## src/design/wms_pkg.sv

```systemverilog
package wms_pkg;

    localparam int MAX_POINTS_DEF = 16;
    localparam int CFG_DATA_W     = 16;
    localparam int CFG_INDEX_W    = 3;
    localparam int POS_W          = 24;
    localparam int HEAD_W         = 16;
    localparam int DWELL_W        = 16;
    localparam int TIDX_W         = 4;
    localparam int PCOUNT_W       = 5;
    localparam int BURST_W        = 8;
    localparam int TIME_W         = 32;

    typedef enum logic [2:0] {
        OP_TICK    = 3'd0,
        OP_STATUS  = 3'd1,
        OP_MANUAL  = 3'd2,
        OP_PAUSE   = 3'd3,
        OP_RESUME  = 3'd4,
        OP_STOP    = 3'd5,
        OP_RESTART = 3'd6,
        OP_WRITE   = 3'd7
    } op_t;

    typedef enum logic [3:0] {
        ST_NONE        = 4'd0,
        ST_INVALID     = 4'd1,
        ST_STOPPED     = 4'd2,
        ST_PAUSED      = 4'd3,
        ST_WAIT_MANUAL = 4'd4,
        ST_WAIT_DELAY  = 4'd5,
        ST_DISPATCH    = 4'd6,
        ST_WAIT_ARRIVE = 4'd7,
        ST_DWELL       = 4'd8,
        ST_FINISHED    = 4'd9,
        ST_RUNNING     = 4'd10,
        ST_RESTART     = 4'd11
    } status_t;

    typedef enum logic [2:0] {
        TC_NONE        = 3'd0,
        TC_RESUME      = 3'd1,
        TC_PAUSE       = 3'd2,
        TC_STOP        = 3'd3,
        TC_STOP_RESUME = 3'd4
    } tcmd_t;

    typedef enum logic [CFG_INDEX_W-1:0] {
        CFG_POINT_COUNT  = 3'd0,
        CFG_START_IMMED  = 3'd1,
        CFG_START_DELAY  = 3'd2,
        CFG_LOOP_ROUTE   = 3'd3,
        CFG_BURST_COUNT  = 3'd4,
        CFG_DEFAULT_DWELL = 3'd5
    } cfg_index_t;

    typedef enum logic [4:0] {
        PH_WAIT   = 5'b00001,
        PH_DISP   = 5'b00010,
        PH_ARRIVE = 5'b00100,
        PH_DWELL  = 5'b01000,
        PH_DONE   = 5'b10000
    } phase_t;

    typedef struct packed {
        op_t                      op;
        logic                     tracker_finished;
        logic signed [POS_W-1:0]  pos_x;
        logic signed [POS_W-1:0]  pos_y;
        logic signed [HEAD_W-1:0] heading;
        logic [DWELL_W-1:0]       dwell_ticks_in;
        logic [TIDX_W-1:0]        table_index;
    } item_t;

    typedef struct packed {
        status_t                  status;
        tcmd_t                    tracker_cmd;
        logic                     goal_send;
        logic signed [POS_W-1:0]  goal_x;
        logic signed [POS_W-1:0]  goal_y;
        logic signed [HEAD_W-1:0] goal_heading;
        logic [TIDX_W-1:0]        current_point;
        logic                     manual_mode;
        logic                     is_paused;
        logic                     is_stopped;
    } result_t;

    typedef struct packed {
        logic signed [POS_W-1:0]  x;
        logic signed [POS_W-1:0]  y;
        logic signed [HEAD_W-1:0] heading;
        logic [DWELL_W-1:0]       dwell;
    } wp_t;

endpackage

```

## src/design/wms_if.sv

```systemverilog
interface wms_item_if;
    import wms_pkg::*;

    logic  valid;
    logic  ready;
    item_t data;

    modport source (output valid, output data, input ready);
    modport sink (input valid, input data, output ready);
endinterface

interface wms_result_if;
    import wms_pkg::*;

    logic    valid;
    logic    ready;
    result_t data;

    modport source (output valid, output data, input ready);
    modport sink (input valid, input data, output ready);
endinterface

```

## src/design/wms_point_table.sv

```systemverilog
module wms_point_table #(
    parameter int MAX_POINTS = wms_pkg::MAX_POINTS_DEF,
    parameter int IDX_W      = (MAX_POINTS > 1) ? $clog2(MAX_POINTS) : 1
) (
    input  logic                     clk,
    input  logic                     wr_en,
    input  logic [wms_pkg::TIDX_W-1:0] wr_index,
    input  wms_pkg::wp_t             wr_data,
    input  logic [IDX_W-1:0]         rd_base,
    output wms_pkg::wp_t             first,
    output wms_pkg::wp_t             nxt
);
    import wms_pkg::*;

    localparam int AW = (IDX_W > TIDX_W) ? IDX_W : TIDX_W;

    wp_t             mem [MAX_POINTS];
    wp_t             first_reg;
    wp_t             nxt_reg;
    logic [AW-1:0]   wr_wide;
    logic            wr_hit;
    logic [IDX_W-1:0] wr_addr;
    logic [IDX_W:0]  inc;
    logic [IDX_W-1:0] rd_addr;

    always_comb
    begin
        wr_wide = AW'(wr_index);
        wr_hit  = wr_en && ({1'b0, wr_wide} < (AW+1)'(MAX_POINTS));
        wr_addr = wr_wide[IDX_W-1:0];
        inc     = {1'b0, rd_base} + (IDX_W+1)'(1);
        if (inc < (IDX_W+1)'(MAX_POINTS))
        begin
            rd_addr = inc[IDX_W-1:0];
        end
        else
        begin
            rd_addr = '0;
        end
    end

    always_ff @(posedge clk)
    begin
        if (wr_hit)
        begin
            mem[wr_addr] <= wr_data;
        end
        if (wr_hit && (wr_addr == rd_addr))
        begin
            nxt_reg <= wr_data;
        end
        else
        begin
            nxt_reg <= mem[rd_addr];
        end
        if (wr_hit && (wr_addr == '0))
        begin
            first_reg <= wr_data;
        end
    end

    assign first = first_reg;
    assign nxt   = nxt_reg;

endmodule

```

## src/design/waypoint_mission_sequencer.sv

```systemverilog
// Waypoint mission sequencer. Takes one request per clock on the item channel
// and returns exactly one result per request on the result channel: the
// request waits in the input register and its result in the result register,
// with all sequencing done in a single pass between them. Sustained rate is
// one request per clock; backpressure on the result side stalls the input
// side only once both registers are full. The point table is a memory with a
// registered read that tracks the point after the current one; a table entry
// must be written before the route reaches it. Configuration writes belong to
// idle periods only.
module waypoint_mission_sequencer #(
    parameter int MAX_POINTS = wms_pkg::MAX_POINTS_DEF
) (
    input  logic                            clk,
    input  logic                            rst_n,
    input  logic                            cfg_we,
    input  logic [wms_pkg::CFG_INDEX_W-1:0] cfg_index,
    input  logic [wms_pkg::CFG_DATA_W-1:0]  cfg_wdata,
    wms_item_if.sink                        item,
    wms_result_if.source                    result
);
    import wms_pkg::*;

    localparam int IDX_W = (MAX_POINTS > 1) ? $clog2(MAX_POINTS) : 1;
    localparam int CNT_W = (IDX_W + 1 > PCOUNT_W) ? IDX_W + 1 : PCOUNT_W;
    localparam int CW    = (IDX_W > TIDX_W) ? IDX_W : TIDX_W;

    logic [PCOUNT_W-1:0] point_count_reg;
    logic                start_imm_reg;
    logic [15:0]         start_delay_reg;
    logic                loop_route_reg;
    logic [BURST_W-1:0]  burst_reg;
    logic [DWELL_W-1:0]  def_dwell_reg;

    logic  s1_valid_reg;
    item_t s1_data_reg;
    logic  out_valid_reg;
    result_t out_data_reg;
    logic  fire;

    phase_t              phase_reg, phase_next;
    logic [IDX_W-1:0]    point_idx_reg, point_idx_next;
    logic [BURST_W-1:0]  sends_reg, sends_next;
    logic [TIME_W-1:0]   tick_reg, tick_next;
    logic [TIME_W-1:0]   start_stamp_reg, start_stamp_next;
    logic                started_reg, started_next;
    logic [TIME_W-1:0]   dwell_stamp_reg, dwell_stamp_next;
    logic                arrived_reg, arrived_next;
    logic                pause_reg, pause_next;
    logic                stop_reg, stop_next;
    logic                manual_reg, manual_next;
    logic signed [POS_W-1:0]  act_x_reg, act_x_next;
    logic signed [POS_W-1:0]  act_y_reg, act_y_next;
    logic signed [HEAD_W-1:0] act_h_reg, act_h_next;
    logic [DWELL_W-1:0]  cur_dwell_reg, cur_dwell_next;

    wp_t                 wp_first;
    wp_t                 wp_nxt;
    wp_t                 wr_wp;
    logic                tbl_we;
    result_t             res;

    logic [CNT_W-1:0]    n_pts;
    logic [CNT_W-1:0]    pc_wide;
    logic [CNT_W-1:0]    succ;
    logic                go_en;
    logic                go_first;
    logic                ticking;
    status_t             st;
    tcmd_t               tcmd;
    logic                send;
    logic [DWELL_W-1:0]  dw;
    logic [CW-1:0]       wr_cmp;
    logic [CW-1:0]       pt_cmp;

    assign fire       = s1_valid_reg && (!out_valid_reg || result.ready);
    assign item.ready = !s1_valid_reg || fire;
    assign result.valid = out_valid_reg;
    assign result.data  = out_data_reg;

    assign tbl_we = fire && (s1_data_reg.op == OP_WRITE);
    always_comb
    begin
        wr_wp.x       = s1_data_reg.pos_x;
        wr_wp.y       = s1_data_reg.pos_y;
        wr_wp.heading = s1_data_reg.heading;
        wr_wp.dwell   = s1_data_reg.dwell_ticks_in;
    end

    wms_point_table #(
        .MAX_POINTS (MAX_POINTS),
        .IDX_W      (IDX_W)
    ) u_table (
        .clk      (clk),
        .wr_en    (tbl_we),
        .wr_index (s1_data_reg.table_index),
        .wr_data  (wr_wp),
        .rd_base  (point_idx_next),
        .first    (wp_first),
        .nxt      (wp_nxt)
    );

    always_comb
    begin
        pc_wide = CNT_W'(point_count_reg);
        if (pc_wide > CNT_W'(MAX_POINTS))
        begin
            n_pts = CNT_W'(MAX_POINTS);
        end
        else
        begin
            n_pts = pc_wide;
        end
        succ = CNT_W'(point_idx_reg) + CNT_W'(1);
    end

    always_comb
    begin
        phase_next       = phase_reg;
        point_idx_next   = point_idx_reg;
        sends_next       = sends_reg;
        tick_next        = tick_reg;
        start_stamp_next = start_stamp_reg;
        started_next     = started_reg;
        dwell_stamp_next = dwell_stamp_reg;
        arrived_next     = arrived_reg;
        pause_next       = pause_reg;
        stop_next        = stop_reg;
        manual_next      = manual_reg;
        act_x_next       = act_x_reg;
        act_y_next       = act_y_reg;
        act_h_next       = act_h_reg;
        cur_dwell_next   = cur_dwell_reg;
        st               = ST_NONE;
        tcmd             = TC_NONE;
        send             = 1'b0;
        go_en            = 1'b0;
        go_first         = 1'b0;
        ticking          = 1'b0;
        dw               = def_dwell_reg;
        wr_cmp           = CW'(s1_data_reg.table_index);
        pt_cmp           = CW'(point_idx_reg);

        if (fire)
        begin
            unique case (s1_data_reg.op)
                OP_TICK:
                begin
                    tick_next = tick_reg + TIME_W'(1);
                    if (n_pts == '0)
                    begin
                        st = ST_INVALID;
                    end
                    else
                    begin
                        if (!started_reg)
                        begin
                            started_next     = 1'b1;
                            start_stamp_next = tick_reg;
                        end
                        priority if (stop_reg)
                        begin
                            st = ST_STOPPED;
                        end
                        else if (pause_reg)
                        begin
                            st = ST_PAUSED;
                        end
                        else if (phase_reg == PH_WAIT && !start_imm_reg)
                        begin
                            st = ST_WAIT_MANUAL;
                        end
                        else if (phase_reg == PH_WAIT &&
                                 (tick_reg - start_stamp_next) < TIME_W'(start_delay_reg))
                        begin
                            st = ST_WAIT_DELAY;
                        end
                        else
                        begin
                            ticking = 1'b1;
                            if (phase_reg == PH_WAIT)
                            begin
                                tcmd     = TC_RESUME;
                                go_en    = 1'b1;
                                go_first = 1'b1;
                            end
                        end
                    end
                end
                OP_STATUS:
                begin
                    arrived_next = s1_data_reg.tracker_finished;
                end
                OP_MANUAL:
                begin
                    act_x_next   = s1_data_reg.pos_x;
                    act_y_next   = s1_data_reg.pos_y;
                    act_h_next   = s1_data_reg.heading;
                    manual_next  = 1'b1;
                    stop_next    = 1'b0;
                    pause_next   = 1'b0;
                    tcmd         = TC_RESUME;
                    phase_next   = PH_DISP;
                    sends_next   = '0;
                    arrived_next = 1'b0;
                end
                OP_PAUSE:
                begin
                    if (!stop_reg)
                    begin
                        pause_next = 1'b1;
                        tcmd       = TC_PAUSE;
                        st         = ST_PAUSED;
                    end
                end
                OP_RESUME:
                begin
                    if (!stop_reg)
                    begin
                        pause_next = 1'b0;
                        tcmd       = TC_RESUME;
                        st         = ST_RUNNING;
                    end
                end
                OP_STOP:
                begin
                    pause_next = 1'b0;
                    stop_next  = 1'b1;
                    tcmd       = TC_STOP;
                    st         = ST_STOPPED;
                end
                OP_RESTART:
                begin
                    if (n_pts != '0)
                    begin
                        go_en    = 1'b1;
                        go_first = 1'b1;
                        tcmd     = TC_STOP_RESUME;
                        st       = ST_RESTART;
                    end
                end
                OP_WRITE:
                begin
                    if (wr_cmp == pt_cmp)
                    begin
                        cur_dwell_next = s1_data_reg.dwell_ticks_in;
                    end
                end
                default:
                begin
                end
            endcase
        end

        // start of route: load the first point before the phase step
        if (go_en)
        begin
            point_idx_next = '0;
            manual_next    = 1'b0;
            stop_next      = 1'b0;
            pause_next     = 1'b0;
            act_x_next     = wp_first.x;
            act_y_next     = wp_first.y;
            act_h_next     = wp_first.heading;
            cur_dwell_next = wp_first.dwell;
            phase_next     = PH_DISP;
            sends_next     = '0;
            arrived_next   = 1'b0;
        end

        if (ticking)
        begin
            if (!manual_reg)
            begin
                dw = cur_dwell_reg;
            end
            unique case (phase_next)
                PH_DISP:
                begin
                    send       = 1'b1;
                    sends_next = sends_next + BURST_W'(1);
                    if (sends_next >= burst_reg)
                    begin
                        phase_next = PH_ARRIVE;
                    end
                    st = ST_DISPATCH;
                end
                PH_ARRIVE:
                begin
                    if (arrived_reg)
                    begin
                        dwell_stamp_next = tick_reg;
                        phase_next       = PH_DWELL;
                    end
                    st = ST_WAIT_ARRIVE;
                end
                PH_DWELL:
                begin
                    st = ST_DWELL;
                    if ((tick_reg - dwell_stamp_reg) >= TIME_W'(dw))
                    begin
                        priority if (manual_reg)
                        begin
                            phase_next = PH_DONE;
                        end
                        else if (succ < n_pts)
                        begin
                            tcmd           = TC_RESUME;
                            point_idx_next = point_idx_reg + IDX_W'(1);
                            manual_next    = 1'b0;
                            stop_next      = 1'b0;
                            pause_next     = 1'b0;
                            act_x_next     = wp_nxt.x;
                            act_y_next     = wp_nxt.y;
                            act_h_next     = wp_nxt.heading;
                            cur_dwell_next = wp_nxt.dwell;
                            phase_next     = PH_DISP;
                            sends_next     = '0;
                            arrived_next   = 1'b0;
                        end
                        else if (loop_route_reg)
                        begin
                            tcmd           = TC_RESUME;
                            point_idx_next = '0;
                            manual_next    = 1'b0;
                            stop_next      = 1'b0;
                            pause_next     = 1'b0;
                            act_x_next     = wp_first.x;
                            act_y_next     = wp_first.y;
                            act_h_next     = wp_first.heading;
                            cur_dwell_next = wp_first.dwell;
                            phase_next     = PH_DISP;
                            sends_next     = '0;
                            arrived_next   = 1'b0;
                        end
                        else
                        begin
                            phase_next = PH_DONE;
                        end
                    end
                end
                PH_DONE:
                begin
                    st = ST_FINISHED;
                end
                default:
                begin
                    st = ST_NONE;
                end
            endcase
        end
    end

    always_comb
    begin
        res.status        = st;
        res.tracker_cmd   = tcmd;
        res.goal_send     = send;
        res.goal_x        = act_x_next;
        res.goal_y        = act_y_next;
        res.goal_heading  = act_h_next;
        res.current_point = TIDX_W'({{TIDX_W{1'b0}}, point_idx_next});
        res.manual_mode   = manual_next;
        res.is_paused     = pause_next;
        res.is_stopped    = stop_next;
    end

    always_ff @(posedge clk or negedge rst_n)
    begin
        if (!rst_n)
        begin
            point_count_reg <= PCOUNT_W'(1);
            start_imm_reg   <= 1'b1;
            start_delay_reg <= 16'd8;
            loop_route_reg  <= 1'b0;
            burst_reg       <= BURST_W'(3);
            def_dwell_reg   <= DWELL_W'(5);
        end
        else if (cfg_we)
        begin
            case (cfg_index)
                CFG_POINT_COUNT:   point_count_reg <= cfg_wdata[PCOUNT_W-1:0];
                CFG_START_IMMED:   start_imm_reg   <= cfg_wdata[0];
                CFG_START_DELAY:   start_delay_reg <= cfg_wdata[15:0];
                CFG_LOOP_ROUTE:    loop_route_reg  <= cfg_wdata[0];
                CFG_BURST_COUNT:   burst_reg       <= cfg_wdata[BURST_W-1:0];
                CFG_DEFAULT_DWELL: def_dwell_reg   <= cfg_wdata[DWELL_W-1:0];
                default:
                begin
                end
            endcase
        end
    end

    always_ff @(posedge clk or negedge rst_n)
    begin
        if (!rst_n)
        begin
            s1_valid_reg  <= 1'b0;
            out_valid_reg <= 1'b0;
        end
        else
        begin
            if (item.ready)
            begin
                s1_valid_reg <= item.valid;
            end
            if (fire)
            begin
                out_valid_reg <= 1'b1;
            end
            else if (result.ready)
            begin
                out_valid_reg <= 1'b0;
            end
        end
    end

    always_ff @(posedge clk)
    begin
        if (item.ready && item.valid)
        begin
            s1_data_reg <= item.data;
        end
        if (fire)
        begin
            out_data_reg  <= res;
            cur_dwell_reg <= cur_dwell_next;
        end
    end

    always_ff @(posedge clk or negedge rst_n)
    begin
        if (!rst_n)
        begin
            phase_reg       <= PH_WAIT;
            point_idx_reg   <= '0;
            sends_reg       <= '0;
            tick_reg        <= '0;
            start_stamp_reg <= '0;
            started_reg     <= 1'b0;
            dwell_stamp_reg <= '0;
            arrived_reg     <= 1'b0;
            pause_reg       <= 1'b0;
            stop_reg        <= 1'b0;
            manual_reg      <= 1'b0;
            act_x_reg       <= '0;
            act_y_reg       <= '0;
            act_h_reg       <= '0;
        end
        else if (fire)
        begin
            phase_reg       <= phase_next;
            point_idx_reg   <= point_idx_next;
            sends_reg       <= sends_next;
            tick_reg        <= tick_next;
            start_stamp_reg <= start_stamp_next;
            started_reg     <= started_next;
            dwell_stamp_reg <= dwell_stamp_next;
            arrived_reg     <= arrived_next;
            pause_reg       <= pause_next;
            stop_reg        <= stop_next;
            manual_reg      <= manual_next;
            act_x_reg       <= act_x_next;
            act_y_reg       <= act_y_next;
            act_h_reg       <= act_h_next;
        end
    end

endmodule

```

## src/flat_wrapper.sv

```systemverilog
// flat-port wrapper written by rule: the top's interface ports become plain ports
module waypoint_mission_sequencer_flat import wms_pkg::*;
#(
    parameter int MAX_POINTS = wms_pkg::MAX_POINTS_DEF
)
  (clk, rst_n, cfg_we, cfg_index, cfg_wdata, item_valid, item_data, item_ready, result_valid, result_data, result_ready);
  wms_item_if item_i ();
  wms_result_if result_i ();
  input  logic clk;
  input  logic rst_n;
  input  logic cfg_we;
  input  logic [wms_pkg::CFG_INDEX_W-1:0] cfg_index;
  input  logic [wms_pkg::CFG_DATA_W-1:0] cfg_wdata;
  input wire logic [$bits(item_i.valid)-1:0] item_valid;
  input wire logic [$bits(item_i.data)-1:0] item_data;
  output wire logic [$bits(item_i.ready)-1:0] item_ready;
  output wire logic [$bits(result_i.valid)-1:0] result_valid;
  output wire logic [$bits(result_i.data)-1:0] result_data;
  input wire logic [$bits(result_i.ready)-1:0] result_ready;
  assign item_i.valid = item_valid;
  assign item_i.data = item_data;
  assign item_ready = item_i.ready;
  assign result_valid = result_i.valid;
  assign result_data = result_i.data;
  assign result_i.ready = result_ready;
  waypoint_mission_sequencer #(.MAX_POINTS(MAX_POINTS)) u_core (.clk(clk), .rst_n(rst_n), .cfg_we(cfg_we), .cfg_index(cfg_index), .cfg_wdata(cfg_wdata), .item(item_i), .result(result_i));
endmodule
```

## config.mk

```make
export PLATFORM = sky130hd
export DESIGN_NAME = waypoint_mission_sequencer_flat
export DESIGN_NICKNAME = d
export VERILOG_FILES = /design/src/design/wms_pkg.sv /design/src/design/wms_if.sv /design/src/design/wms_point_table.sv /design/src/design/waypoint_mission_sequencer.sv /design/src/flat_wrapper.sv
export SDC_FILE = /design/constraint.sdc
export NUM_CORES = 2
export LEC_CHECK = 0
export ABC_AREA = 1
export BUFFER_PORTS_ARGS = -buffer_cell sky130_fd_sc_hd__buf_2
export CAP_MARGIN = 0
export CORE_UTILIZATION = 63
export DETAILED_ROUTE_END_ITERATION = 7
export MAX_ROUTING_LAYER = met4
export PLACE_DENSITY = 0.87
export SKIP_CTS_REPAIR_TIMING = 1
export SLEW_MARGIN = 30
export SYNTH_ARGS = -nofsm -noshare
export SYNTH_HDL_FRONTEND = slang
export SYNTH_SLANG_ARGS = --single-unit
```

## constraint.sdc

```tcl
create_clock -name clk -period 9.37 [get_ports clk]
set_input_delay 0.4685 -clock clk [delete_from_list [all_inputs] [get_ports clk]]
set_output_delay 0.4685 -clock clk [all_outputs]
set_load 0.02 [all_outputs]
```

==> Flow_metrics.wiki <==
{| class="wikitable"
! Metric !! Value
|-
| Transition time of the tightest slew-check pin || 1.121 ns
|-
| Number of sinks on the clock net || 1,698
|-
| Pins Over Slew Limit || 0
|-
| Top-level I/O count || 193
|-
| PnR Total Power || 0.02230 W
|-
| Via count || 56,750
|-
| Simple logic cell fraction of the synthesized area || 0.1026
|-
| Number of inserted filler cells in the final layout || 7,075
|-
| Critical path type || register to register
|-
| Number of buffers on the longest clock path || 3
|-
| Complex-gate fraction of the synthesized area || 0.1510
|-
| Initial Util || 0.6383
|-
| Worst clock skew || 0.05679 ns
|-
| Net Count, Synth || 6,769
|-
| Final period demand of the worst path || 7.680 ns
|-
| Flip-flop count of the largest register, all copies and words added || 1,205
|-
| Number of antenna violations at the first check in global routing || 4
|-
| Number of max-capacitance violations reported || 0
|-
| Fraction of the cycle the final worst path needs || 0.8196
|-
| Number of nets at the end of the flow || 6,906
|-
| CP arrival || 8.39 ns
|-
| Pwr dens || 268.1 nW/um^2
|-
| Dominant synthesized flop cell || sky130_fd_sc_hd__edfxtp_1
|-
| Delay of the slowest critical-path stage || 1.07 ns
|-
| Static leakage || 30.69 nW
|-
| Setup repair after global routing missed its margin || false
|-
| Clock tree from TritonCTS || yes
|-
| Layout cells sized above 1 || 0.09441
|-
| Multiplexer share of the synthesized area || 0.004429
|-
| Fin Setup TNS || 0 ns
|-
| Max Freq || 130.2 MHz
|-
| Die area || 119,800 sq um
|-
| Number of DRC violations after detailed-routing iteration 0 || 9,832
|-
| Remaining global-route overflow || 0
|-
| Worst-case vdd ir drop || 0.2446 mV
|-
| CP max FO || 98
|-
| Core Region || 116,800 sq um
|-
| Number of global-route vias before repair || 54,970
|-
| Share of the synthesized netlist area taken by xor and xnor gates || 0.008573
|-
| Cells after Synth || 6,544
|-
| Root buffer selected by CTS || sky130_fd_sc_hd__clkbuf_16
|-
| Insertion delay to the later sink of the worst-skew pair || 0.82 ns
|-
| Number of rows in the core area || 125
|-
| Cell with the biggest individual delay on the critical path || sky130_fd_sc_hd__inv_2
|-
| Last weighted congestion value of the routability-driven placer || 0.9224
|-
| Die Span Y || 346.1 microns
|-
| Final routed wirelength across all metal layers || 218.0 mm
|-
| H-tree levels || 4
|-
| Share of synthesized flip-flops with an asynchronous set or reset || 0.1360
|-
| Yosys Warn Count || 0
|-
| Proportion of synthesized chip area in sequential cells || 0.6678
|-
| Number of buffer cells added on primary ports || 192
|-
| Per-cell via count in the routed design || 6.799
|-
| Clock-pin transition on the worst setup and hold timing paths || 0.06 ns
|-
| First-pass detailed-route iteration total || 8
|-
| Number of flip-flops and latches in the synthesized netlist || 1,698
|-
| Status || finished with violations
|-
| Floorplan die width || 346.1 microns
|-
| Cell seen most often among critical-path stages || sky130_fd_sc_hd__nand2_1
|-
| DR WL/cell || 26.12 microns
|-
| Worst slew slack as a fraction of its limit || 0.2528
|-
| Signed area change from the synthesized netlist to the final layout || 11.54%
|-
| Final setup violating endpoints || 0
|-
| Inserted Clock Buffers || 163
|-
| Pin count of the biggest net entering global routing || 225
|-
| Post-detail-place hpwl || 113.5 mm
|-
| Average size of a mapped cell || 11.40 sq um
|-
| Class of the worst hold path || input pin to register
|-
| Combinational family with the most area after synthesis || compound AO/OA/AOI/OAI gates
|-
| Type of element capturing the critical path || register
|-
| Overall fraction of global-route tracks in use || 0.3651
|-
| Count of cell types in the netlist || 58
|-
| Antenna Violating Nets Remaining || 0
|-
| Post-synthesis share of cell area spent on full adders, half adders and majority gates || 0.01916
|-
| Data required, critical path || 10.08 ns
|-
| Nature of the critical path startpoint || register
|-
| Synthesized area || 74,580 sq um
|-
| Global-route wire length before repair || 321.7 mm
|-
| Number of enable-type register cells in the synthesized netlist || 1,463
|-
| Violated checks || design-rule violations
|-
| Count of unresolved DRC violations after routing || 2
|-
| Final-report hold violation count || 0
|}
==> cells in the final DEF (no fill, tap or decap), drive strengths merged, types with 204 or more instances in the layout <==
| cell type | instances |
|---|---|
| o21ai | 1052 |
| inv | 519 |
| a21oi | 204 |
| clkbuf | 219 |
| nand2 | 881 |
| nor2 | 749 |
| o221ai | 212 |
| dfrtp | 223 |
| buf | 266 |
| edfxtp | 1463 |
==> layout make-up <==
type	instances	area, sq um	share of cell area
sequential	1698	49820	0.5989
multi-input combinational	3948	21470	0.2581
clock buffer	219	4511	0.05423
timing repair buffer	357	2595	0.03120
inverter	513	1957	0.02353
tap	1524	1907	0.02292
clock inverter	86	920.9	0.01107
antenna	1	2.502	0.00003008
==> final timing paths <==
path	start	end	slack, ns	cells after the start
hold / removal	cfg_wdata[6]	u_core.burst_reg[6]	0.006	3
max in group asynchronous	rst_n	u_core.act_y_reg[7]	7.54	4
setup / recovery	u_core.started_reg	register	1.69	33
setup reg to reg	u_core.started_reg	register	1.69	33
hold reg to reg	u_core.start_stamp_reg[31]	u_core.start_stamp_reg[31]	0.48	2
min in group asynchronous	rst_n	u_core.result.valid	0.24	2
==> cell families (layout without fill, tap and decap cells) <==
group           after synthesis  after routing
simple gates               1901           1901
compound gates             1830           1830
flops                      1698           1698
buf+inv                     898           1175
fa+ha+maj                   113            113
xor+xnor                     73             73
mux                          31             31
other cells                   0              1
==> metrics by stage <==
stage            util  hold WS (ns)  area [sq um]  worst slack [ns]  instances
5_1_grt        0.7120      0.003629         83180             1.227       8346
3_5_place_dp   0.6572        0.4625         76780             1.975       7948
3_3_place_gp   0.6566        0.4591         76710             2.201       7945
2_1_floorplan       -        0.1729         74580             1.840       6544
4_1_cts        0.7037       -0.3255         82210             1.854       8253
6_report       0.7120      0.005690         83180             1.690       8346
==> synthesized netlist by cell type (all sizes together) (111+ instances only) <==
cell type | instances | area share
nand3 | 175 | 0.012
nor2 | 749 | 0.038
o21ai | 1052 | 0.071
clkbuf | 334 | 0.017
dfrtp | 223 | 0.075
o211ai | 137 | 0.014
inv | 509 | 0.026
a21oi | 204 | 0.014
edfxtp | 1463 | 0.59
o221ai | 212 | 0.025
nand2 | 881 | 0.045
ha | 111 | 0.019
==> worst max-delay path, delay by kind of cell, from the launching register on <==
| kind | cells | cell delay, ns |
|---|---|---|
| xor+xnor | 1 | 0.20 |
| buf+inv | 4 | 1.61 |
| fa+ha+maj | 3 | 0.92 |
| flops | 1 | 0.43 |
| compound gates | 2 | 0.42 |
| simple gates | 23 | 3.90 |
==> per-layer routing <==
layer	part of all wire	wire, microns	up-vias	track usage
li1	-	-	23880	-
met1	0.33	72610	26740	0.4474
met2	0.47	102600	5069	0.5642
met3	0.14	29840	1063	0.07977
met4	0.059	12950	0	0.2092
met5	0	0	-	-
==> where the power goes <==
group	switching (W)	internal [W]	total, W
registers	0.000483	0.00870	0.00918
logic	0.00453	0.00187	0.00640
clock network	0.00293	0.00379	0.00673
Power figures use the tool's default switching activity.
